`config.mk`:
```
export PLATFORM = sky130hd
export DESIGN_NAME = pncs_dist
export DESIGN_NICKNAME = d
export VERILOG_FILES = /design/src/rtl/pncs_pkg.sv /design/src/rtl/pncs_dist.sv
export SDC_FILE = /design/constraint.sdc
export NUM_CORES = 1
export LEC_CHECK = 0
export BUFFER_PORTS_ARGS = -buffer_cell sky130_fd_sc_hd__buf_2
export CAP_MARGIN = 25
export CELL_PAD_IN_SITES_DETAIL_PLACEMENT = 0
export CELL_PAD_IN_SITES_GLOBAL_PLACEMENT = 2
export CORE_MARGIN = 2
export CORE_UTILIZATION = 35
export DETAILED_ROUTE_END_ITERATION = 7
export HOLD_SLACK_MARGIN = 0.12
export PLACE_DENSITY = 0.87
export SYNTH_ARGS = -nofsm -noshare
export SYNTH_HDL_FRONTEND = slang
export SYNTH_SLANG_ARGS = --single-unit
export TNS_END_PERCENT = 20
```
`constraint.sdc`:
```
create_clock -name clk -period 6.9 [get_ports clk]
set_input_delay 1.035 -clock clk [delete_from_list [all_inputs] [get_ports clk]]
set_output_delay 1.035 -clock clk [all_outputs]
set_load 0.01 [all_outputs]
```
`src/rtl/pncs_pkg.sv`:
```
// ---------------------------------------------------------------------------
// pncs_pkg
// Shared types and constants of the nearest palette color search.
// ---------------------------------------------------------------------------
package pncs_pkg;
    localparam int PNCS_ENTRIES = 256;
    localparam int COLOR_W = 8;
    localparam int DIST_W = 18;
    localparam logic REQ_LOAD = 1'b0;
    localparam logic REQ_QUERY = 1'b1;

    typedef enum logic [1:0] {
        ST_IDLE,
        ST_SEARCH,
        ST_DONE
    } pncs_state_t;

    typedef struct packed {
        logic [COLOR_W-1:0] r;
        logic [COLOR_W-1:0] g;
        logic [COLOR_W-1:0] b;
    } rgb_t;

    function automatic logic [7:0] widen5(input logic [4:0] v);
        widen5 = {v, 3'b100};
    endfunction
endpackage

```
`src/rtl/pncs_dist.sv`:
```
// ---------------------------------------------------------------------------
// pncs_dist
// Squared RGB distance between the query color and the chain head, with a
// register after the squares.
// ---------------------------------------------------------------------------
module pncs_dist
    import pncs_pkg::*;
(
    input  logic clk,
    input  rgb_t query,
    input  rgb_t entry,
    output logic [DIST_W-1:0] sq_dist
);
    logic [7:0] dr, dg, db;
    logic [15:0] sr_reg, sg_reg, sb_reg;

    assign dr = (query.r > entry.r) ? query.r - entry.r : entry.r - query.r;
    assign dg = (query.g > entry.g) ? query.g - entry.g : entry.g - query.g;
    assign db = (query.b > entry.b) ? query.b - entry.b : entry.b - query.b;

    always_ff @(posedge clk)
    begin
        sr_reg <= 16'(dr) * 16'(dr);
        sg_reg <= 16'(dg) * 16'(dg);
        sb_reg <= 16'(db) * 16'(db);
    end

    assign sq_dist = DIST_W'(sr_reg) + DIST_W'(sg_reg) + DIST_W'(sb_reg);
endmodule

```
== Word level (Yosys, flattened, before mapping) ==
Cells that the tools add are included.

* Register bits after elaboration: 48
* Input port bits: 49
* Output and inout bits: 18
* Word-level logic and storage cells: 20

* Add/sub/neg operators: 8
* Multipliers: 3
* Magnitude comparators: 3
* Multiplexer cells: 3

{| class="wikitable"
|+ Operators with widths
! kind !! number
|-
| 8-bit by 8-bit multiplier with 16-bit output || 3
|-
| 8-bit subtractor || 6
|-
| 8-bit > comparator || 3
|-
| 8-bit 2-to-1 mux || 3
|-
| 17-bit by 16-bit adder with 18-bit output || 1
|-
| 16-bit by 16-bit adder with 17-bit output || 1
|}

== Longest topological paths before layout ==
* Depth in word-level cells: 3
* Mapped depth: 27
* Mapped depth without buffers: 26

== Worst setup path after synthesis ==
No wires, ideal clock.

* Path type: in2reg
* From: in query[0] (netlist name)
* To: reg sb_reg[15]
* Setup time: 120 ps
* Arrival: 6831 ps
* Data required time: 6780 ps
* Path slack: -51 ps
* Stages on the path: 24
* Path through: inv_1 -> ha_1 -> inv_1 -> fa_1 -> a21o_1 -> a221oi_4 -> a21oi_4 -> mux2i_2 -> xor2_2 -> or2_1 -> inv_1 -> fa_1 -> fa_1 -> inv_1 -> fa_1 -> fa_1 -> inv_1 -> ha_1 -> o21a_1 -> o31a_1 -> o31a_1 -> o21a_1 -> a311o_1 -> xor2_1

* Cells in the longest elaborated chain, start to end: 3

{| class="wikitable"
|+ RTL lines
! item !! RTL line !! source
|-
| start: declaration || pncs_dist.sv:10 || <nowiki>input rgb_t query,</nowiki>
|-
| 8-bit subtractor / 8-bit > comparator (equally long branches) || pncs_dist.sv:19 || <nowiki>assign db = (query.b > entry.b) ? query.b - entry.b : entry.b - query.b;</nowiki>
|-
| 8-bit 2-to-1 mux (*) || pncs_dist.sv:19 ||
|-
| 8-bit by 8-bit multiplier with 16-bit output (*) || pncs_dist.sv:25 || <nowiki>sb_reg <= 16'(db) * 16'(db);</nowiki>
|-
| end signal: assignment || pncs_dist.sv:25 ||
|-
| end: declaration || pncs_dist.sv:15 || <nowiki>logic [15:0] sr_reg, sg_reg, sb_reg;</nowiki>
|}

Mark *: on every way between the ends. The rest lies on a longest branch, timed or not.

== Worst setup path in the final report ==
* From: in entry[0] (netlist name)
* To: reg sb_reg[15]

* Cells in the longest elaborated chain, start to end: 3

{| class="wikitable"
|+ RTL lines
! item !! RTL line !! source
|-
| start: declaration || pncs_dist.sv:11 || <nowiki>input rgb_t entry,</nowiki>
|-
| 8-bit subtractor / 8-bit > comparator (equally long branches) || pncs_dist.sv:19 ||
|-
| 8-bit 2-to-1 mux (*) || pncs_dist.sv:19 ||
|-
| 8-bit by 8-bit multiplier with 16-bit output (*) || pncs_dist.sv:25 ||
|}

Marks and branches as above.

==> flow_summary.ini <==
[run_status]
run_status = finished, final reports clean

[cells_and_area]
insertedDiodeCount = 0
seqCellArea_um2 = 900.9
num-fill-cells = 2460
flow.area_growth_from_synthesis_pct = 20.38
layout-drive-gt1-share_pct = 20.94
nets = 1440
final_cells = 1470
multi_input_area_um2 = 7119

[logic_synthesis]
syn-mean-instance-area_um2 = 8.838
synth.cell_area_um2 = 8706
number_of_synthesized_flops_with_an_enable_pin = 0
syn_inst = 985
netlist-cell-type-count = 64
synth-seq-cells = 45
ys_dominant_reg_cell = dfxtp_1
ys_warn_count = 0
ys_async_sr_fraction_pct = 0
synth_sequential_area_ratio_pct = 10.35

[timing]
maxSlewViolCount = 0
hold_ws_ns = 1.278
achievable-frequency_mhz = 149.2
timing.slew.headroom_pct = 59.69
timing_hold_violations_final = 0
setup_violations = 0
grt_setup_unrepaired = yes
layout_min_cycle_time_ns = 6.702
final.period_utilization_pct = 97.12
worstMarginPinSlew_ns = 0.5984

[clock_tree]
tritoncts.num_buffers = 5
cts.clk_slew.worst_paths_ns = 0.06
clk_path_buf_depth = 2
root_buffer = clkbuf_16
cts.hold.buffers_added = 0
cts.sinks = 45
cts_tree = built
ctsHtreeMaxLevel = 2

[grt]
grt_use_total_pct = 14.18
grt_busiest_layer = met2
largest_net_degree_at_the_start_of_global_routing = 15
first_global_vias = 6907
groute.layer.met1.usage_pct = 19.14
grt-ovfl-total = 0
global_route.usage.met3_pct = 1.379
initial_antenna_violation_count = 0
groute.layer.met2.usage_pct = 25.25
wire_length_of_the_first_global_routing_pass_um = 31130

[place]
io_buffers = 66
post-dp-hpwl_um = 15750
routabilityCongestion = 0.8755
placedCellCount = 1454

[setup_path]
required_ns = 7.08
crit_path_max_fanout = 3
timing.critical_path.max_delay_family = adder cells
endpoint_kind = register
critPathKind = in -> reg
endpoint_arrival_time_on_the_critical_path_ns = 6.88
worst_path_max_delay_cell = fa_1
worst_setup_path_start_kind = input port
timing.critical_path.buf_inv = 6
critical-path-max-stage-delay_ns = 0.53

[die]
fp.dieH_um = 161.7
floorplan.rows = 57
core_um2 = 24390
start_util_pct = 35.69
io-pin-count = 67
dieWidth_um = 161.7
die-area_um2 = 26150

[routing]
routed_wl_um = 17780
initialDrtViolationCount = 234
dr_drc_count = 0
vias_per_cell = 4.626
post_drt_wl_per_cell_um = 12.09
vias = 6800
ant_nets_after_route = 0
detail_route.first_pass.iterations = 6

[hold_path]
timing.hold.worst.class = in -> reg

[job]
max-cap-violations = 0
tightest hold or removal path, delay by kind of cell:
family / cells / cell delay (ns)
adders and majority gates: 1 / 0.15
buffers and inverters: 3 / 0.33
metal layers:
layer	share of wire, %	vias up
met3	2.0	10
met4	0.73	0
met5	0	-
met2	48	65
met1	49	3209
li1	-	3516
logic make-up after synthesis:
kind of cell | Yosys count | synth area share (%)
other | 1 | 0.04307
AO/OA/AOI/OAI | 170 | 13.27
flip-flops | 45 | 10.35
buffers and inverters | 218 | 9.802
multiplexers | 19 | 2.414
AND/OR/NAND/NOR | 211 | 11.96
adder cells (fa/ha/maj) | 246 | 43.72
XOR/XNOR | 75 | 8.451
final timing paths:
path	startpoint	to	slack (ns)	cells after the start
hold / removal	entry[16]	sr_reg[0]$_DFF_P_	1.28	4
setup / recovery	entry[0]	sb_reg[15]$_DFF_P_	0.20	27
repair_timing:
item / 4_1_cts / 5_1_grt
buffers inserted: 0 / 8
endpoints found under the setup margin: 0 / 10
resized for setup: 0 / 28
stage by stage:
step,worst slack [ns],TNS [ns],cell area (um^2),util [%]
after floorplan,0.02045,0,8713,-
after CTS,0.1184,0,10250,42.03
final,0.1985,0,10480,42.97
after detailed placement,-0.1892,-0.5196,10080,41.31
after global placement,-0.05162,-0.1052,10080,41.31
after global routing,-0.03321,-0.03321,10480,42.97
layout by cell type (no fill, tap or decap), types with 7 or more instances in the layout:
cell | Yosys | routed
inv_1 | 197 | 197
ha_1 | 149 | 146
buf_4 | 0 | 101
fa_1 | 97 | 94
nor2_1 | 94 | 91
buf_2 | 10 | 66
a21oi_1 | 60 | 59
dfxtp_1 | 45 | 45
xnor2_1 | 48 | 44
a21o_1 | 31 | 31
nand2_1 | 27 | 27
o21ai_0 | 19 | 19
xor2_1 | 18 | 18
or2_2 | 12 | 12
nand2b_1 | 12 | 11
mux2i_1 | 16 | 11
nor3_1 | 11 | 11
nor2_2 | 6 | 9
nand3b_1 | 8 | 8
o21a_1 | 8 | 8
nand4_1 | 7 | 7
xnor2_2 | 4 | 7
a31oi_1 | 7 | 7
layout make-up:
cell class / instances / share of cell area, %
Clock buffer: 6 / 1.325
Sequential cell: 45 / 8.596
Tap cell: 324 / 3.868
Clock inverter: 2 / 0.3582
Inverter: 199 / 7.127
Multi-Input combinational cell: 724 / 67.93
Timing Repair Buffer: 170 / 10.79
cells in the mapped netlist (3+ instances only):
master,instances,area (um^2)
a211oi_1,6,45.04
a21o_1,31,232.7
a21oi_1,60,300.3
a21oi_4,3,48.80
a221oi_1,3,26.28
a31oi_1,7,43.79
and3_1,6,37.54
and4_1,4,35.03
buf_2,10,50.05
buf_6,3,33.78
clkbuf_1,6,22.52
dfxtp_1,45,900.9
fa_1,97,1942
ha_1,149,1864
inv_1,197,739.5
mux2i_1,16,160.2
nand2_1,27,101.4
nand2b_1,12,75.07
nand3_1,3,15.01
nand3b_1,8,60.06
nand4_1,7,43.79
nor2_1,94,352.8
nor2_2,6,37.54
nor2b_1,4,25.02
nor3_1,11,55.05
nor4b_1,3,26.28
o21a_1,8,60.06
o21ai_0,19,95.09
o21bai_1,5,37.54
o22ai_1,5,31.28
o31a_1,4,35.03
or2_1,5,31.28
or2_2,12,75.07
xnor2_1,48,420.4
xnor2_2,4,65.06
xor2_1,18,157.7
xor2_2,4,65.06
Power is left out: the tool's default activity adds up to more than one toggle a clock period on the data nets, which glitch-free logic cannot reach.
