**src/rtl/pncs_pkg.sv**
```systemverilog
// ---------------------------------------------------------------------------
// pncs_pkg
// Shared types and constants of the nearest palette color search.
// ---------------------------------------------------------------------------
package pncs_pkg;
    localparam int PNCS_ENTRIES = 256;
    localparam int COLOR_W = 8;
    localparam int DIST_W = 18;
    localparam logic REQ_LOAD = 1'b0;
    localparam logic REQ_QUERY = 1'b1;

    typedef enum logic [1:0] {
        ST_IDLE,
        ST_SEARCH,
        ST_DONE
    } pncs_state_t;

    typedef struct packed {
        logic [COLOR_W-1:0] r;
        logic [COLOR_W-1:0] g;
        logic [COLOR_W-1:0] b;
    } rgb_t;

    function automatic logic [7:0] widen5(input logic [4:0] v);
        widen5 = {v, 3'b100};
    endfunction
endpackage

```
**src/rtl/pncs_cell.sv**
```systemverilog
// ---------------------------------------------------------------------------
// pncs_cell
// One palette entry: holds its color and shifts it to its neighbor during a
// search so that the chain rotates once per query.
// ---------------------------------------------------------------------------
module pncs_cell
    import pncs_pkg::*;
(
    input  logic clk,
    input  logic rst_n,
    input  logic load_en,
    input  rgb_t load_color,
    input  logic shift_en,
    input  rgb_t shift_in,
    output rgb_t color
);
    rgb_t color_reg;
    rgb_t color_next;

    always_comb
    begin
        color_next = color_reg;
        if (load_en)
        begin
            color_next = load_color;
        end
        else if (shift_en)
        begin
            color_next = shift_in;
        end
    end

    always_ff @(posedge clk or negedge rst_n)
    begin
        if (!rst_n)
        begin
            color_reg <= '0;
        end
        else
        begin
            color_reg <= color_next;
        end
    end

    assign color = color_reg;
endmodule

```
**config.mk**
```make
export PLATFORM = sky130hd
export DESIGN_NAME = pncs_cell
export DESIGN_NICKNAME = d
export VERILOG_FILES = /design/src/rtl/pncs_pkg.sv /design/src/rtl/pncs_cell.sv
export SDC_FILE = /design/constraint.sdc
export NUM_CORES = 1
export LEC_CHECK = 0
export ABC_AREA = 1
export BUFFER_PORTS_ARGS = -buffer_cell sky130_fd_sc_hd__buf_4
export CORE_ASPECT_RATIO = 0.5
export CORE_UTILIZATION = 30
export DETAILED_ROUTE_END_ITERATION = 16
export GPL_ROUTABILITY_DRIVEN = 0
export SLEW_MARGIN = 20
export SYNTH_ARGS = -nofsm -noshare
export SYNTH_HDL_FRONTEND = slang
export SYNTH_SLANG_ARGS = --single-unit
```
**constraint.sdc**
```tcl
create_clock -name clk -period 0.9 [get_ports clk]
set_clock_uncertainty 0.05 [all_clocks]
set_input_delay 0 -clock clk [delete_from_list [all_inputs] [get_ports clk]]
set_output_delay 0 -clock clk [all_outputs]
set_load 0.01 [all_outputs]
```
# Word level (Yosys, flattened, before mapping)
# Index checks and enable logic that the tools add are counted.
# word_totals
elab_cells	6
inputBits	52
ff_bits	24
# op_classes
n_reduce_logical	1
mux	2
# ops
cell	n
24-bit two-way mux	2
2-bit nonzero test	1

# Logic depth before layout (Yosys ltp)
# Gate-level depths: netlist (run 1).
# depth
word_depth	2
ltp_mapped	5

# Worst setup path after synthesis (run 1)
# Ideal clock, no wire load.
# synth_path
kind	flip-flop to flip-flop
startpoint	reg, netlist name color[21]
endpoint	reg color_reg (netlist bit color[21])
path_stages_with_launch	3
path_slack_ns	0.215
setup_ns	0.124
t_required_ns	0.726
arrival_time_ns	0.511
path_cell_list	dfrtp_1 nand2_1 nand3_1
# synth_rtl
element	line_no	source
end signal: assignment	pncs_cell.sv:41	color_reg <= color_next;
end: declaration	pncs_cell.sv:17	rgb_t color_reg;

# Final worst setup path (run 1)
# layout_path
startpoint	reg color_reg (netlist bit color[3])
endpoint	out color[3] (netlist name)
# layout_rtl
element	line_no	source
end: declaration	pncs_cell.sv:15	output rgb_t color
# No word-level cell between the ends.

==> impl_metrics.env, run 1 <==
export IMPL_period_minus_slack_ns=0.870
export IMPL_clock_latency_ns=0.26
export IMPL_overflow=0
export IMPL_seqPwrFrac_pct=45.0
export IMPL_finalHoldViolations=0
export IMPL_antenna_found_initial=0
export IMPL_grt_busiest_layer="met2"
export IMPL_yosysUniqueCellTypes=8
export IMPL_clk_path_buf_depth=2
export IMPL_grt_usage_pct=18.3
export IMPL_power_density_nw_per_um2=1220
export IMPL_outcome="finished, final reports clean"
export IMPL_ys_warnings_count=0
export IMPL_rrSetupSlack_ns=0.18
export IMPL_synth_top_flop_cell="dfrtp_1"
export IMPL_cp_slowest_stage_delay_ns=0.41
export IMPL_p_clk_share_pct=25.9
export IMPL_grt_pass1_vias=1265
export IMPL_synth_area_um2=1140
export IMPL_die_h_um=45.5
export IMPL_io_pin_count=76
export IMPL_synth_top_area_share_pct=52.9
export IMPL_path_cells="buf_4"
export IMPL_arrival_ns=0.82
export IMPL_syn_num_nets=184
export IMPL_hp_class="primary input to flip-flop"
export IMPL_routed_wl_mm=3.69
export IMPL_p_leak_nw=1.13
export IMPL_drive_gt1_share_pct=33.2
export IMPL_portBuffers=75
export IMPL_diodes=0
export IMPL_ant_nets=0
export IMPL_switchingPower_mw=0.701
export IMPL_yosysSeqAreaShare_pct=52.9
export IMPL_fp_dieW_um=89.0
export IMPL_cp_startpoint="color[3]"
export IMPL_synth_cells=132
export IMPL_cp_num_buf_inv=1
export IMPL_largest_reg_flops=24
export IMPL_die_area_um2=4050
export IMPL_cts_tree="built"
export IMPL_dp_hpwl_mm=2.31
export IMPL_cts_num_sinks=24
export IMPL_worstPathRequired_ns=0.85
export IMPL_path_class="flip-flop to output port"
export IMPL_htree_levels=1
export IMPL_end_kind="output port"
export IMPL_dr_pass1_iters=4
export IMPL_grt_max_degree=25
export IMPL_cap_violations=0
export IMPL_max_slew_margin_pct=78.2
export IMPL_fin_nets=306
export IMPL_area_growth_pct=99.7
export IMPL_fmax_mhz=1150
export IMPL_crit_cells=1
export IMPL_cp_max_fo=2
export IMPL_core_um2=3530
export IMPL_p_int_mw=2.06
export IMPL_grt_met3_usage_pct=4.35
export IMPL_clk_pin_slew_ns=0.08
export IMPL_rr_endpoint="color[12]"
export IMPL_setup_tns_ns=0
export IMPL_synth_edf_count=0
export IMPL_drt_iter0_drc=46
export IMPL_worstMarginPinSlew_ns=0.327
export IMPL_cts_setup_buffers=0
export IMPL_critPathLaunchType="flip-flop"
export IMPL_synth_area_per_cell_um2=8.61
export IMPL_postSynth_asyncResetShare_pct=100
export IMPL_synthTopCellsByCount="nand2_1 (48), nand3_1 (48), dfrtp_1 (24)"
export IMPL_start_util_pct=32.2
export IMPL_grt_use_met1_pct=20.4
export IMPL_peakVddDrop_v=0.000719
export IMPL_num_rows=15
export IMPL_cp_endpoint="color[3]"
export IMPL_routedWlPerCell_um=12.1
export IMPL_netlist_top_cells_area="dfrtp_1 (53%), nand3_1 (21%), nand2_1 (16%), buf_6 (5.0%), buf_4 (2.6%)"
export IMPL_ys_ff_latch=24
export IMPL_cts_buffers=3
export IMPL_use_met2_pct=36.5
export IMPL_grt_pass1_wl_mm=5.55
export IMPL_crit_slowest_cell="dfrtp_1"
export IMPL_cts_root_buffer="clkbuf_8"
export IMPL_power_frac_comb_pct=29.1
export IMPL_finalSetupViolCount=0
export IMPL_final_max_slew_violation_count=0
export IMPL_yosys_area_top_type="dfrtp_1"
export IMPL_vias_per_cell=4.42
export IMPL_timing_rr_start="color[12]"
export IMPL_dp_slack_ns=0.102
export IMPL_reg2regPathDepth=2
export IMPL_drc=0
export IMPL_p_sw_share_pct=25.4
export IMPL_path_delay_family="flip-flops"
export IMPL_setup_ws_ns=0.0297
export IMPL_period_share_pct=96.7
export IMPL_rsz0062_at_grt="no"
export IMPL_dr_total_vias=1343
-- placed cells by master, fill, tap and decap left out --
| master | netlist | routed |
|---|---|---|
| buf_4 | 4 | 75 |
| dlygate4sd3_1 | 0 | 49 |
| nand2_1 | 48 | 48 |
| nand3_1 | 48 | 48 |
| dfrtp_1 | 24 | 24 |
| clkbuf_8 | 0 | 4 |
| buf_12 | 0 | 2 |
| nor2_8 | 1 | 1 |
| inv_2 | 1 | 1 |
| buf_6 | 5 | 1 |
-- through the flow --
step | instance area, um^2 | utilization (%) | hold WS, ns | std cells | power (mW)
6_report | 2270 | 64.3 | 0.0341 | 304 | 2.76
5_1_grt | 2270 | 64.3 | 0.0278 | 304 | 2.91
4_1_cts | 2260 | 64.2 | 0.0186 | 304 | 2.80
3_5_place_dp | 1720 | 48.7 | -0.128 | 251 | 1.89
3_3_place_gp | 1720 | 48.7 | -0.130 | 251 | 1.88
2_1_floorplan | 1140 | - | -0.346 | 132 | 1.50
-- worst min-delay path by stage --
stage,start,slack [ns],depth (start not counted),endpoint
detailed placement,rst_n,-0.13,1,color[10]
finish,load_en,0.03,3,color[20]
CTS,load_en,0.02,3,color[20]
floorplan,rst_n,-0.35,0,color[0]
global route,load_en,0.03,3,color[20]
global placement,rst_n,-0.13,1,color[10]
-- power groups by stage --
stage	sequential (mW)	clock, mW	combinational [mW]
after floorplan	1.30	0	0.202
after global placement	1.26	0	0.629
after detailed placement	1.26	0	0.634
after CTS	1.24	0.760	0.805
after global routing	1.25	0.789	0.872
final	1.24	0.715	0.803
-- cell type report --
class	count	area [um^2]
fillers	313	1260
well taps	51	63.8
flip-flops and latches	24	601
inverters	1	3.75
repair buffers	127	1100
multi-input cells	97	440
clock buffers	4	55.1
-- routing by layer --
layer	routed length (um)	share of wire, %	vias to the layer above
met5	0	0	-
met4	24	0.65	0
met3	138	3.7	2
met2	1900	52	35
met1	1620	44	630
li1	-	-	676
-- kinds of logic (layout without fill, tap and decap cells) --
kind of cell	after synthesis	after routing	share of synthesized area (%)
flops	24	24	52.9
simple gates	97	97	38.8
buf+inv	11	132	8.37
-- repair_timing --
action,4_1_cts,5_1_grt
gates resized for setup,0,1
hold endpoints to repair,48,0
endpoints found under the setup margin,0,1
hold buffers,49,0
Power figures use the tool's default switching activity.
==> run 2: changes to the inputs <==
--- a/config.mk
+++ b/config.mk
@@ -7,10 +7,12 @@
 export LEC_CHECK = 0
 export ABC_AREA = 1
 export BUFFER_PORTS_ARGS = -buffer_cell sky130_fd_sc_hd__buf_4
-export CORE_ASPECT_RATIO = 0.5
+export CORE_ASPECT_RATIO = 2
 export CORE_UTILIZATION = 30
 export DETAILED_ROUTE_END_ITERATION = 16
 export GPL_ROUTABILITY_DRIVEN = 0
+export GPL_TIMING_DRIVEN = 0
+export SKIP_CTS_REPAIR_TIMING = 1
 export SLEW_MARGIN = 20
 export SYNTH_ARGS = -nofsm -noshare
 export SYNTH_HDL_FRONTEND = slang
==> run 2 against run 1 <==
Effect of this change: via count up 7.1%; utilization grew 0.50 points; setup slack improved by 0.0035 ns; largest cell class unchanged; largest power group unchanged; highest routed layer unchanged.
==> impl_metrics.env, run 2 (same netlist as run 1, synthesis figures left out) <==
export IMPL_path_cells="buf_4"
export IMPL_cp_slowest_stage_delay_ns=0.40
export IMPL_seqPwrFrac_pct=40.9
export IMPL_p_sw_share_pct=24.5
export IMPL_hp_class="primary input to flip-flop"
export IMPL_peakVddDrop_v=0.00136
export IMPL_die_area_um2=4050
export IMPL_num_rows=31
export IMPL_cp_max_fo=2
export IMPL_arrival_ns=0.82
export IMPL_fin_cells=310
export IMPL_routedWlPerCell_um=13.6
export IMPL_grt_max_degree=25
export IMPL_dr_pass1_iters=4
export IMPL_period_minus_slack_ns=0.867
export IMPL_finalPower_mw=3.02
export IMPL_antenna_found_initial=0
export IMPL_diodes=0
export IMPL_area_growth_pct=106
export IMPL_path_delay_family="flip-flops"
export IMPL_io_pin_count=76
export IMPL_place_inst=254
export IMPL_worstPathRequired_ns=0.85
export IMPL_switchingPower_mw=0.740
export IMPL_fp_dieW_um=45.5
export IMPL_layout_cells_most_common_list="buf_4 (77), dlygate4sd3_1 (52), nand2_1 (48), nand3_1 (48), dfrtp_1 (24)"
export IMPL_fmax_mhz=1150
export IMPL_portBuffers=73
export IMPL_p_leak_nw=1.17
export IMPL_cts_buffers=3
export IMPL_cp_num_buf_inv=1
export IMPL_drive_gt1_share_pct=34.1
export IMPL_cts_root_buffer="clkbuf_8"
export IMPL_largest_reg_flops=24
export IMPL_cts_num_sinks=24
export IMPL_max_slew_margin_pct=79.9
export IMPL_finalSetupViolCount=0
export IMPL_rsz0062_at_grt="no"
export IMPL_die_h_um=89.0
export IMPL_dp_hpwl_mm=2.63
export IMPL_power_frac_comb_pct=27.8
export IMPL_drc=0
export IMPL_clk_path_buf_depth=2
export IMPL_core_um2=3610
export IMPL_crit_slowest_cell="dfrtp_1"
export IMPL_worstMarginPinSlew_ns=0.301
export IMPL_cap_violations=0
export IMPL_clk_pin_slew_ns=0.09
export IMPL_grt_usage_pct=17.3
export IMPL_ant_nets=0
export IMPL_vias_per_cell=4.64
export IMPL_clock_latency_ns=0.27
export IMPL_grt_pass1_wl_mm=5.03
export IMPL_cts_tree="built"
export IMPL_overflow=0
export IMPL_grt_pass1_vias=1156
export IMPL_period_share_pct=96.3
export IMPL_end_kind="output port"
export IMPL_p_clk_share_pct=31.3
export IMPL_htree_levels=1
export IMPL_setup_tns_ns=0
export IMPL_dr_total_vias=1438
export IMPL_layout_commonest_cell="buf_4"
export IMPL_drt_iter0_drc=37
export IMPL_p_int_mw=2.28
export IMPL_finalHoldViolations=0
export IMPL_final_max_slew_violation_count=0
export IMPL_outcome="finished, final reports clean"
export IMPL_power_density_nw_per_um2=1290
export IMPL_routed_wl_mm=4.21
export IMPL_fin_nets=314
export IMPL_start_util_pct=31.5
export IMPL_critPathLaunchType="flip-flop"
export IMPL_path_class="flip-flop to output port"
[run 2: cell types whose count changed in the layout (fill, tap and decap cells not counted)]
| cell | change |
|---|---|
| buf_6 | +4 |
| bufinv_16 | +1 |
| buf_12 | -2 |
| clkbuf_8 | -1 |
| dlygate4sd3_1 | +3 |
| buf_2 | +1 |
| buf_4 | +2 |
[run 2: worst paths after layout]
check                           startpoint  cells past startpoint  slack [ns]         to
worst min register to register   color[18]                      2        0.44  color[18]
max in group asynchronous            rst_n                      2        0.45   color[7]
worst max register to register   color[12]                      2        0.20  color[12]
worst max-delay path              color[2]                      1        0.03   color[2]
min in group asynchronous            rst_n                      2        0.12  color[18]
worst min-delay path               load_en                      4       0.002  color[14]
[run 2: area by class of cell]
type / count / area (um^2)
well taps: 49 / 61.3
clock buffers: 3 / 41.3
plain buffers: 10 / 91.3
fillers: 302 / 1270
flip-flops and latches: 24 / 601
multi-input cells: 97 / 440
clock inverters: 1 / 30.0
inverters: 1 / 3.75
repair buffers: 125 / 1070
[run 2: power groups by stage]
stage	Sequential, mW	Clock (mW)	Combinational [mW]
2_1_floorplan	1.30	0	0.202
6_report	1.23	0.945	0.839
5_1_grt	1.24	0.996	0.909
3_5_place_dp	1.26	0	0.650
3_3_place_gp	1.25	0	0.639
4_1_cts	1.23	0.957	0.651
[run 2: layer usage]
metal	part of all wire, %	global-route usage [%]	vias to the layer above
met1	36	18.2	689
met2	58	31.8	51
met3	4.3	2.22	5
met4	1.4	8.26	0
met5	0	0	-
li1	-	-	693
[run 2: through the flow]
stage               util, %  setup slack [ns]  instance area (um^2)  hold WS (ns)
floorplan                 -             0.215                  1140        -0.346
global placement       48.4             0.208                  1750        -0.136
detailed placement     48.4             0.183                  1750        -0.137
CTS                    50.4            0.0284                  1820        -0.430
global route           64.8           0.00402                  2340       0.00814
finish                 64.8            0.0332                  2340       0.00157
==> run 3: changes to the inputs <==
--- a/config.mk
+++ b/config.mk
@@ -6,12 +6,14 @@
 export NUM_CORES = 1
 export LEC_CHECK = 0
 export ABC_AREA = 1
+export ABC_CLOCK_PERIOD_IN_PS = 900
 export BUFFER_PORTS_ARGS = -buffer_cell sky130_fd_sc_hd__buf_4
 export CORE_ASPECT_RATIO = 2
-export CORE_UTILIZATION = 30
+export CORE_UTILIZATION = 41
 export DETAILED_ROUTE_END_ITERATION = 16
 export GPL_ROUTABILITY_DRIVEN = 0
 export GPL_TIMING_DRIVEN = 0
+export PLACE_DENSITY = 0.79
 export SKIP_CTS_REPAIR_TIMING = 1
 export SLEW_MARGIN = 20
 export SYNTH_ARGS = -nofsm -noshare
==> run 3 against run 2 <==
Effect of this change: sequential power is essentially flat; die area shrank 26%; flip-flop and latch count is the same; total power shrank 4.9%; largest cell class unchanged.
==> impl_metrics.env, run 3 (same netlist as run 1, synthesis figures left out) <==
export IMPL_die_h_um=76.4
export IMPL_diodes=0
export IMPL_holdPathEnd="color[13]"
export IMPL_fmax_mhz=1130
export IMPL_grt_pass1_vias=1193
export IMPL_cts_buffers=3
export IMPL_setup_ws_ns=0.0119
export IMPL_hp_class="primary input to flip-flop"
export IMPL_drt_iter0_drc=63
export IMPL_grt_pass1_wl_mm=4.97
export IMPL_ant_nets=0
export IMPL_cp_slowest_stage_delay_ns=0.41
export IMPL_core_um2=2600
export IMPL_outcome="finished, final reports clean"
export IMPL_cts_root_buffer="clkbuf_8"
export IMPL_fin_cells=288
export IMPL_clk_pin_slew_ns=0.09
export IMPL_cp_max_fo=2
export IMPL_hp_start="load_en"
export IMPL_end_kind="output port"
export IMPL_routedWlPerCell_um=17.5
export IMPL_min_path_cells=4
export IMPL_final_max_slew_violation_count=0
export IMPL_cp_num_buf_inv=1
export IMPL_fill_cells=116
export IMPL_cts_num_sinks=24
export IMPL_routed_wl_mm=5.04
export IMPL_finalSetupViolCount=0
export IMPL_overflow=0
export IMPL_grt_usage_pct=22.7
export IMPL_period_minus_slack_ns=0.888
export IMPL_placed_area_um2=1720
export IMPL_seqPwrFrac_pct=43.5
export IMPL_worstPathRequired_ns=0.85
export IMPL_portBuffers=73
export IMPL_seqCellArea_um2=601
export IMPL_die_area_um2=3000
export IMPL_dp_slack_ns=0.207
export IMPL_path_class="flip-flop to output port"
export IMPL_critPathLaunchType="flip-flop"
export IMPL_multi_input_area_um2=440
export IMPL_fp_dieW_um=39.2
export IMPL_vias_per_cell=5.37
export IMPL_layout_cells_most_common_list="buf_4 (77), dlygate4sd3_1 (51), nand2_1 (48), nand3_1 (48), dfrtp_1 (24)"
export IMPL_p_int_mw=2.07
export IMPL_fin_nets=313
export IMPL_p_leak_nw=1.16
export IMPL_switchingPower_mw=0.796
export IMPL_p_clk_share_pct=26.3
export IMPL_drive_gt1_share_pct=34.2
export IMPL_clk_path_buf_depth=2
export IMPL_cts_tree="built"
export IMPL_rr_endpoint="color[6]"
export IMPL_finalHoldViolations=0
export IMPL_power_frac_comb_pct=30.2
export IMPL_path_delay_family="flip-flops"
export IMPL_clock_latency_ns=0.27
export IMPL_area_growth_pct=101
export IMPL_period_share_pct=98.7
export IMPL_antenna_found_initial=0
export IMPL_reg2regPathDepth=2
export IMPL_layout_commonest_cell="buf_4"
export IMPL_power_density_nw_per_um2=1260
export IMPL_worstMarginPinSlew_ns=0.311
export IMPL_place_inst=233
export IMPL_num_rows=26
export IMPL_dr_total_vias=1546
export IMPL_cap_violations=0
export IMPL_io_pin_count=76
export IMPL_timing_rr_start="color[6]"
export IMPL_dp_hpwl_mm=2.52
export IMPL_grt_max_degree=25
export IMPL_rrSetupSlack_ns=0.15
export IMPL_drc=0
export IMPL_peakVddDrop_v=0.00148
export IMPL_setup_tns_ns=0
export IMPL_dr_pass1_iters=4
export IMPL_fin_area_um2=2280
export IMPL_htree_levels=1
export IMPL_largest_reg_flops=24
export IMPL_start_util_pct=43.7
export IMPL_arrival_ns=0.84
export IMPL_path_cells="buf_4"
export IMPL_max_slew_margin_pct=79.3
export IMPL_p_sw_share_pct=27.7
export IMPL_crit_slowest_cell="dfrtp_1"
[run 3: cell count changes in the layout (fill, tap and decap cells not counted)]
cell           delta
bufinv_16         -1
dlygate4sd3_1     -1
clkbuf_8          +1
[run 3: layout make-up]
type / count / share of cell area (%)
Buffer: 10 / 4.00
Clock buffer: 4 / 2.41
Inverter: 1 / 0.164
Multi-Input combinational cell: 97 / 19.3
Sequential cell: 24 / 26.3
Tap cell: 28 / 1.53
Timing Repair Buffer: 124 / 46.3
[run 3: power by group through the flow]
stage / clock, mW / combinational [mW] / sequential [mW]
after detailed placement: 0 / 0.647 / 1.26
after global routing: 0.791 / 0.924 / 1.25
after CTS: 0.745 / 0.648 / 1.24
final: 0.756 / 0.866 / 1.25
after floorplan: 0 / 0.202 / 1.30
after global placement: 0 / 0.628 / 1.25
[run 3: per-stage QoR]
stage	total power, mW	utilization (%)	hold slack [ns]
after CTS	2.63	68.2	-0.428
after global routing	2.97	87.8	0.0283
final	2.87	87.8	0.00582
after floorplan	1.50	-	-0.346
after global placement	1.88	66.1	-0.138
after detailed placement	1.90	66.1	-0.135
[run 3: metal layers]
layer	global-route usage, %	part of all wire (%)
met1	23.5	35
met2	40.8	56
met3	4.08	5.0
met4	8.97	4.0
met5	0	0
[run 3: worst max-delay path by stage]
stage | startpoint | to | slack (ns) | cells past startpoint
global route | color[12] | color[12] | -0.01 | 1
CTS | color[2] | color[2] | 0.03 | 1
finish | color[6] | color[6] | 0.01 | 1
floorplan | color[21] | color[21] | 0.21 | 2
global placement | shift_en | color[3] | 0.22 | 4
detailed placement | load_en | color[3] | 0.21 | 5
